===== src/rtl/abpc_pkg.sv =====
package abpc_pkg;

    // Pixel and channel geometry
    localparam int unsigned PIX_W   = 32;
    localparam int unsigned CH_W    = 8;
    localparam int unsigned PROD_W  = 2 * CH_W;
    localparam int unsigned RGB_W   = 24;
    localparam int unsigned CFG_W   = RGB_W;
    localparam int unsigned CFG_IDX_W = 1;

    // Alpha codes
    localparam logic [CH_W-1:0] ALPHA_CLEAR  = 8'h00;
    localparam logic [CH_W-1:0] ALPHA_OPAQUE = 8'hFF;

    // Configuration register indexes
    typedef enum logic [CFG_IDX_W-1:0] {
        CFG_OVERLAY_MODE = 1'b0,
        CFG_KEY_COLOUR   = 1'b1
    } abpc_cfg_idx_t;

endpackage


===== src/rtl/abpc_in_if.sv =====
interface abpc_in_if
    import abpc_pkg::*;
();
    logic             valid;
    logic             ready;
    logic [PIX_W-1:0] source_pixel;
    logic [PIX_W-1:0] background_pixel;

    modport source (output valid, output source_pixel, output background_pixel, input ready);
    modport sink   (input valid, input source_pixel, input background_pixel, output ready);
endinterface


===== src/rtl/abpc_out_if.sv =====
interface abpc_out_if
    import abpc_pkg::*;
();
    logic             valid;
    logic             ready;
    logic             write_enable;
    logic [PIX_W-1:0] pixel_out;

    modport source (output valid, output write_enable, output pixel_out, input ready);
    modport sink   (input valid, input write_enable, input pixel_out, output ready);
endinterface


===== src/rtl/abpc_chan_mix.sv =====
module abpc_chan_mix
    import abpc_pkg::*;
(
    input  logic            clk,
    input  logic            load,
    input  logic [CH_W-1:0] alpha,
    input  logic [CH_W-1:0] fg,
    input  logic [CH_W-1:0] bg,
    output logic [CH_W-1:0] mix
);

    logic [CH_W-1:0]   inv_alpha;
    logic [PROD_W-1:0] fg_prod_reg;
    logic [PROD_W-1:0] fg_prod_next;
    logic [PROD_W-1:0] bg_prod_reg;
    logic [PROD_W-1:0] bg_prod_next;
    logic [PROD_W-1:0] sum;

    // Weight each side; 255 - a is the bitwise complement of a
    always_comb
    begin
        inv_alpha    = ~alpha;
        fg_prod_next = PROD_W'(fg) * PROD_W'(alpha);
        bg_prod_next = PROD_W'(bg) * PROD_W'(inv_alpha);
    end

    // Hold the products while the pipe is stalled
    always_ff @(posedge clk)
    begin
        if (load)
        begin
            fg_prod_reg <= fg_prod_next;
            bg_prod_reg <= bg_prod_next;
        end
    end

    // Sum stays within 255*255, so the high byte is the blended channel
    always_comb
    begin
        sum = fg_prod_reg + bg_prod_reg;
        mix = sum[PROD_W-1:CH_W];
    end

endmodule


===== src/rtl/alpha_blend_pixel_compositor.sv =====
// Alpha-blend compositor: draws an ARGB source pixel over an opaque background.
// Input channel in_ch carries source_pixel and background_pixel; output
// channel out_ch carries write_enable and pixel_out (pixel_out is zero when
// write_enable is low). Both use valid/ready; a beat moves when both are high.
// Configuration is a plain write port (cfg_we, cfg_index, cfg_data): index 0
// is overlay_mode, index 1 is key_colour. Write it only while the pipe is empty.
// Pipeline: stage 1 decides the write, stage 2 registers the 8x8 channel
// products, and stage 3 sums them and registers the result.
// Throughput: one pixel per cycle while out_ch.ready is high; each stage advances
// when it is empty or the stage after it advances, so bubbles collapse.
// Stall: when out_ch.ready is low the result holds, and the pipe keeps
// accepting until all three stages are full; in_ch.ready then drops.
// Reset clears all valid bits and both configuration registers to zero.
module alpha_blend_pixel_compositor
    import abpc_pkg::*;
(
    input  logic                 clk,
    input  logic                 rst_n,
    abpc_in_if.sink              in_ch,
    abpc_out_if.source           out_ch,
    input  logic                 cfg_we,
    input  logic [CFG_IDX_W-1:0] cfg_index,
    input  logic [CFG_W-1:0]     cfg_data
);

    logic             overlay_mode_reg;
    logic [RGB_W-1:0] key_colour_reg;

    logic             s1_en;
    logic             s2_en;
    logic             s3_en;

    logic             s1_valid_reg;
    logic             s1_valid_next;
    logic [PIX_W-1:0] s1_fg_reg;
    logic [PIX_W-1:0] s1_bg_reg;
    logic             s1_we_reg;
    logic             s1_we_next;
    logic             s1_pass_reg;
    logic             s1_pass_next;

    logic             s2_valid_reg;
    logic             s2_valid_next;
    logic [PIX_W-1:0] s2_fg_reg;
    logic             s2_we_reg;
    logic             s2_pass_reg;

    logic             out_valid_reg;
    logic             out_valid_next;
    logic             out_we_reg;
    logic [PIX_W-1:0] out_pix_reg;
    logic [PIX_W-1:0] out_pix_next;

    logic [CH_W-1:0]  mix_r;
    logic [CH_W-1:0]  mix_g;
    logic [CH_W-1:0]  mix_b;
    logic [CH_W-1:0]  s1_alpha;
    logic [CH_W-1:0]  in_alpha;
    logic             allowed;

    // Configuration writes
    always_ff @(posedge clk or negedge rst_n)
    begin
        if (!rst_n)
        begin
            overlay_mode_reg <= 1'b0;
            key_colour_reg   <= '0;
        end
        else if (cfg_we)
        begin
            case (cfg_index)
                CFG_OVERLAY_MODE: overlay_mode_reg <= cfg_data[0];
                CFG_KEY_COLOUR:   key_colour_reg   <= cfg_data[RGB_W-1:0];
                default:          ;
            endcase
        end
    end

    // Stage enables: advance when empty or when downstream advances
    always_comb
    begin
        s3_en = !out_valid_reg || out_ch.ready;
        s2_en = !s2_valid_reg || s3_en;
        s1_en = !s1_valid_reg || s2_en;
    end

    assign in_ch.ready = s1_en;

    // Stage 1: decide whether the pixel is written or passed through, and step the valid bits
    always_comb
    begin
        in_alpha      = in_ch.source_pixel[PIX_W-1:PIX_W-CH_W];
        allowed       = !overlay_mode_reg
                        || (in_ch.background_pixel[RGB_W-1:0] == key_colour_reg);
        s1_we_next    = allowed && (in_alpha != ALPHA_CLEAR);
        s1_pass_next  = (in_alpha == ALPHA_OPAQUE);
        s1_valid_next = s1_en ? in_ch.valid : s1_valid_reg;
        s2_valid_next = s2_en ? s1_valid_reg : s2_valid_reg;
        out_valid_next = s3_en ? s2_valid_reg : out_valid_reg;
    end

    // Valid bits
    always_ff @(posedge clk or negedge rst_n)
    begin
        if (!rst_n)
        begin
            s1_valid_reg  <= 1'b0;
            s2_valid_reg  <= 1'b0;
            out_valid_reg <= 1'b0;
        end
        else
        begin
            s1_valid_reg  <= s1_valid_next;
            s2_valid_reg  <= s2_valid_next;
            out_valid_reg <= out_valid_next;
        end
    end

    // Stage 1 payload
    always_ff @(posedge clk)
    begin
        if (s1_en)
        begin
            s1_fg_reg   <= in_ch.source_pixel;
            s1_bg_reg   <= in_ch.background_pixel;
            s1_we_reg   <= s1_we_next;
            s1_pass_reg <= s1_pass_next;
        end
    end

    assign s1_alpha = s1_fg_reg[PIX_W-1:PIX_W-CH_W];

    // Stage 2: per-channel products (registered inside each lane)
    abpc_chan_mix u_mix_r (
        .clk   (clk),
        .load  (s2_en),
        .alpha (s1_alpha),
        .fg    (s1_fg_reg[3*CH_W-1:2*CH_W]),
        .bg    (s1_bg_reg[3*CH_W-1:2*CH_W]),
        .mix   (mix_r)
    );

    abpc_chan_mix u_mix_g (
        .clk   (clk),
        .load  (s2_en),
        .alpha (s1_alpha),
        .fg    (s1_fg_reg[2*CH_W-1:CH_W]),
        .bg    (s1_bg_reg[2*CH_W-1:CH_W]),
        .mix   (mix_g)
    );

    abpc_chan_mix u_mix_b (
        .clk   (clk),
        .load  (s2_en),
        .alpha (s1_alpha),
        .fg    (s1_fg_reg[CH_W-1:0]),
        .bg    (s1_bg_reg[CH_W-1:0]),
        .mix   (mix_b)
    );

    always_ff @(posedge clk)
    begin
        if (s2_en)
        begin
            s2_fg_reg   <= s1_fg_reg;
            s2_we_reg   <= s1_we_reg;
            s2_pass_reg <= s1_pass_reg;
        end
    end

    // Stage 3: pick pass-through or blended pixel, zero when not written
    always_comb
    begin
        if (!s2_we_reg)
        begin
            out_pix_next = '0;
        end
        else if (s2_pass_reg)
        begin
            out_pix_next = s2_fg_reg;
        end
        else
        begin
            out_pix_next = {ALPHA_OPAQUE, mix_r, mix_g, mix_b};
        end
    end

    always_ff @(posedge clk)
    begin
        if (s3_en)
        begin
            out_we_reg  <= s2_we_reg;
            out_pix_reg <= out_pix_next;
        end
    end

    assign out_ch.valid        = out_valid_reg;
    assign out_ch.write_enable = out_we_reg;
    assign out_ch.pixel_out    = out_pix_reg;

    // A beat leaving stage 2 lands in the output register
    a_s2_to_out: assert property (@(posedge clk) disable iff (!rst_n)
        (s2_valid_reg && s3_en) |=> out_ch.valid)
        else $error("stage 2 beat lost on its way to the output");

    // A skipped pixel carries a zero payload
    a_zero_on_skip: assert property (@(posedge clk) disable iff (!rst_n)
        (out_ch.valid && !out_ch.write_enable) |-> (out_ch.pixel_out == '0))
        else $error("non-zero pixel on a beat without write");

    // Every written pixel is opaque
    a_opaque_write: assert property (@(posedge clk) disable iff (!rst_n)
        (out_ch.valid && out_ch.write_enable)
            |-> (out_ch.pixel_out[PIX_W-1:PIX_W-CH_W] == ALPHA_OPAQUE))
        else $error("written pixel is not opaque");

endmodule

===== src/flat_wrapper.sv =====
// flat-port wrapper written by rule: the top's interface ports become plain ports
module alpha_blend_pixel_compositor_flat import abpc_pkg::*;
  (clk, rst_n, cfg_we, cfg_index, cfg_data, in_ch_valid, in_ch_source_pixel, in_ch_background_pixel, in_ch_ready, out_ch_valid, out_ch_write_enable, out_ch_pixel_out, out_ch_ready);
  abpc_in_if in_ch_i ();
  abpc_out_if out_ch_i ();
  input  logic clk;
  input  logic rst_n;
  input  logic cfg_we;
  input  logic [CFG_IDX_W-1:0] cfg_index;
  input  logic [CFG_W-1:0] cfg_data;
  input wire logic [$bits(in_ch_i.valid)-1:0] in_ch_valid;
  input wire logic [$bits(in_ch_i.source_pixel)-1:0] in_ch_source_pixel;
  input wire logic [$bits(in_ch_i.background_pixel)-1:0] in_ch_background_pixel;
  output wire logic [$bits(in_ch_i.ready)-1:0] in_ch_ready;
  output wire logic [$bits(out_ch_i.valid)-1:0] out_ch_valid;
  output wire logic [$bits(out_ch_i.write_enable)-1:0] out_ch_write_enable;
  output wire logic [$bits(out_ch_i.pixel_out)-1:0] out_ch_pixel_out;
  input wire logic [$bits(out_ch_i.ready)-1:0] out_ch_ready;
  assign in_ch_i.valid = in_ch_valid;
  assign in_ch_i.source_pixel = in_ch_source_pixel;
  assign in_ch_i.background_pixel = in_ch_background_pixel;
  assign in_ch_ready = in_ch_i.ready;
  assign out_ch_valid = out_ch_i.valid;
  assign out_ch_write_enable = out_ch_i.write_enable;
  assign out_ch_pixel_out = out_ch_i.pixel_out;
  assign out_ch_i.ready = out_ch_ready;
  alpha_blend_pixel_compositor u_core (.clk(clk), .rst_n(rst_n), .in_ch(in_ch_i), .out_ch(out_ch_i), .cfg_we(cfg_we), .cfg_index(cfg_index), .cfg_data(cfg_data));
endmodule

===== config.mk =====
export PLATFORM = sky130hd
export DESIGN_NAME = alpha_blend_pixel_compositor_flat
export DESIGN_NICKNAME = d
export VERILOG_FILES = /design/src/rtl/abpc_pkg.sv /design/src/rtl/abpc_in_if.sv /design/src/rtl/abpc_out_if.sv /design/src/rtl/abpc_chan_mix.sv /design/src/rtl/alpha_blend_pixel_compositor.sv /design/src/flat_wrapper.sv
export SDC_FILE = /design/constraint.sdc
export NUM_CORES = 1
export LEC_CHECK = 0
export BUFFER_PORTS_ARGS = -buffer_cell sky130_fd_sc_hd__buf_2
export CAP_MARGIN = 5
export CORE_MARGIN = 2
export CORE_UTILIZATION = 38
export DETAILED_ROUTE_END_ITERATION = 6
export PLACE_DENSITY = 0.63
export SYNTH_ARGS = -nofsm -noshare
export SYNTH_HDL_FRONTEND = slang
export SYNTH_SLANG_ARGS = --single-unit

===== constraint.sdc =====
create_clock -name clk -period 7.82 [get_ports clk]
set_input_delay 1.564 -clock clk [delete_from_list [all_inputs] [get_ports clk]]
set_output_delay 1.564 -clock clk [all_outputs]
set_load 0.005 [all_outputs]

==> metrics.md <==
| Metric | Value |
|---|---|
| Status | `finished, final reports clean` |
| Placer Congestion | `0.833` |
| Post-synthesis xor/xnor area fraction | `0.0330` |
| Area share of and/or/nand/nor cells after synthesis | `0.165` |
| Via count | `15,100` |
| Layout cells sized above 1 | `0.0994` |
| Pleak | `11.4 nW` |
| Post-CTS Resized | `0` |
| Critical Path End Type | `register` |
| CTS Buffer Depth | `3` |
| DRT antenna net count | `0` |
| Arr. time, crit path | `5.22 ns` |
| CTS buffer count | `28` |
| GRT overflow | `0` |
| Clk_lat worst skew | `0.57 ns` |
| GRT Util Overall | `0.170` |
| Adder-Cell Fraction of Synth Area | `0.335` |
| Ranking of synthesized cells by area | `edfxtp_1 (29%), fa_1 (19%), ha_1 (14%)` |
| Io pins | `129` |
| Crit start category | `register` |
| Mux cell area share after synthesis | `0.0134` |
| RSZ-0062 raised after global routing | `no` |
| Most frequent cell after synthesis | `inv_1` |
| FMAX | `204 MHz` |
| FP Rows | `89` |
| Antenna Cells | `0` |
| # Post-CTS Setup Buffers | `0` |
| Setup tns final | `0 ns` |
| Vias in the first global route | `16,000` |
| Max_slew headroom | `0.330` |
| Clock Sinks | `249` |
| # fillers | `~5,600` |
| Overall power | `8.78 mW` |
| Final nets | `2,749` |
| Syn Std Cell Area | `0.0225 mm^2` |
| Area delta synth->final | `10.9%` |
| Port buffer count | `120` |
| Yosys warns | `0` |
| Crit path kind | `reg -> reg` |
| Clock transition at the registers of the reported paths | `around 0.06 ns` |
| DP Cell Count | `2,924` |
| Clock tree from TritonCTS | `built` |
| Initial Util | `0.384` |
| 1st-pass router iterations | `5` |
| Post-synth EDFFs | `221` |
| Hold buffer count at cts | `0` |
| Largest family of logic cells by synthesized area | `adder cells` |
| Post-synth top area share | `0.294` |
| Pin count of the biggest net entering global routing | `130` |
| Final core occ | `0.425` |
| Critical Path RT | `8.13 ns` |
| Synth area leader | `edfxtp_1` |
| Max_cap viols | `0` |
| Most used DFF post-synth | `edfxtp_1` |
| CTS HTree Levels | `1` |
| Final Critical Period | `4.91 ns` |
| VDD IR max | `about 0.20 mV` |
| Most frequent cells after synthesis | `inv_1 (300), ha_1 (258), edfxtp_1 (221), fa_1 (216), nor2b_1 (176)` |
| Die area | `between 0.06 and 0.07 mm^2` |
| Period utilization | `0.628` |
| Worst-Margin Slew | `~1 ns` |
| Die W | `around 250 um` |
| Vias per cell | `5.09` |
| Mapped Cells | `a little over 2,000` |
| Syn nets | `2,641` |
| Post-synthesis average cell area | `10.9 um^2` |
| Hold WC Path Type | `reg -> reg` |
| Clock skew | `0.0149 ns` |
| Pins Over Slew Limit | `0` |
| Synth Area in Compound Gates | `0.0693` |
| Initial antenna violation count | `1` |
| DP Wirelength | `36,600 um` |
| Die Span Y | `248 um` |
| DRC Markers | `0` |
| Final hold viol count | `0` |
| Post-synthesis sequential area ratio | `0.325` |
| Synth Register Bits | `249` |
| Layout Cells excl Fill | `2,976` |
| Drt initial violations | `936` |
| Root buf cell | `clkbuf_16` |
| Routed len/inst | `17.1 um` |
| Setup Viol. Count Final | `0` |
| Cell area power density | `351 mW/mm^2` |
| Ys async rst share | `0.112` |
| Critical Path Fanout Max | `~50` |
| Core footprint | `about 0.06 mm^2` |
| First-pass GRT wire length | `~83,000 um` |
| Yosys cell types | `66` |
| WL final | `50,800 um` |
-- logic make-up (layout without fill, tap and decap cells) --
logic type	after synthesis	in the layout
simple gates	650	650
fa+ha+maj	474	474
buf+inv	356	486
flops	249	249
compound gates	232	232
xor+xnor	85	85
mux	27	27
-- where the power goes --
| part | switching [mW] | leakage, nW | internal [mW] |
|---|---|---|---|
| registers | 0.205 | 2.60 | 2.09 |
| logic | 2.90 | 8.34 | 2.20 |
| clock network | 0.541 | 0.478 | 0.841 |
-- cell type report --
| type | count | area [um^2] | area share |
|---|---|---|---|
| Inverter | 300 | 1130 | 0.0450 |
| Clock buffer | 43 | 848 | 0.0339 |
| Timing Repair Buffer | 134 | 718 | 0.0287 |
| Clock inverter | 9 | 126 | 0.00505 |
| Multi-Input combinational cell | 1468 | 13900 | 0.555 |
| Sequential cell | 249 | 7340 | 0.293 |
| Tap cell | 773 | 967 | 0.0387 |
-- layer usage --
layer	GRT usage	vias to the layer above	routed length (um)	share of wire
met5	0	-	11	0.00022
met4	0.0403	2	1020	0.020
met3	0.0265	72	2370	0.047
met2	0.283	333	23700	0.47
met1	0.233	7602	23700	0.47
li1	-	7138	-	-
-- final timing paths --
kind                                       from                        endpoint  slack (ns)  depth (start not counted)
setup / recovery           u_core.s1_fg_reg[27]  u_core.u_mix_g.fg_prod_reg[14]        2.91                         15
hold / removal               u_core.s1_pass_reg              u_core.s2_pass_reg        0.42                          0
setup reg to reg           u_core.s1_fg_reg[27]  u_core.u_mix_g.fg_prod_reg[14]        2.91                         15
hold reg to reg              u_core.s1_pass_reg              u_core.s2_pass_reg        0.42                          0
max in group asynchronous                 rst_n        u_core.key_colour_reg[4]        6.39                          1
min in group asynchronous                 rst_n        u_core.key_colour_reg[2]        1.02                          1
-- through the flow --
stage / worst slack, ns / hold slack [ns] / area (um^2)
floorplan: 1.89 / 0.400 / 22500
global placement: 3.00 / 0.405 / 24000
detailed placement: 2.92 / 0.409 / 24000
CTS: 2.89 / 0.421 / 25000
global route: 2.60 / 0.420 / 25000
finish: 2.91 / 0.418 / 25000
-- worst max-delay path, cell delays in order, from the launching register on --
cell	delay, ns
edfxtp_1	0.32
buf_4	0.56
and2_1	0.25
fa_1	0.45
fa_1	0.53
fa_1	0.51
inv_1	0.06
fa_1	0.48
inv_1	0.05
ha_1	0.31
o21a_1	0.21
nor2_1	0.16
nor2_1	0.07
a221oi_1	0.37
a21oi_1	0.15
xor2_1	0.17
-- cells in the final DEF, fill, tap and decap left out, types with 25 or more instances in the layout --
cell type,count
edfxtp_1,221
nand2b_1,51
buf_2,120
fa_1,216
a21oi_1,59
nand3_1,30
nor3_1,28
nor2b_1,176
nand2_1,71
xor2_1,33
nor2_1,55
o21ai_0,34
dfrtp_1,28
mux2_2,25
ha_1,258
clkbuf_16,29
inv_1,300
xnor2_1,52
and2_1,169
Note: power is estimated with default switching activity, not from simulation.
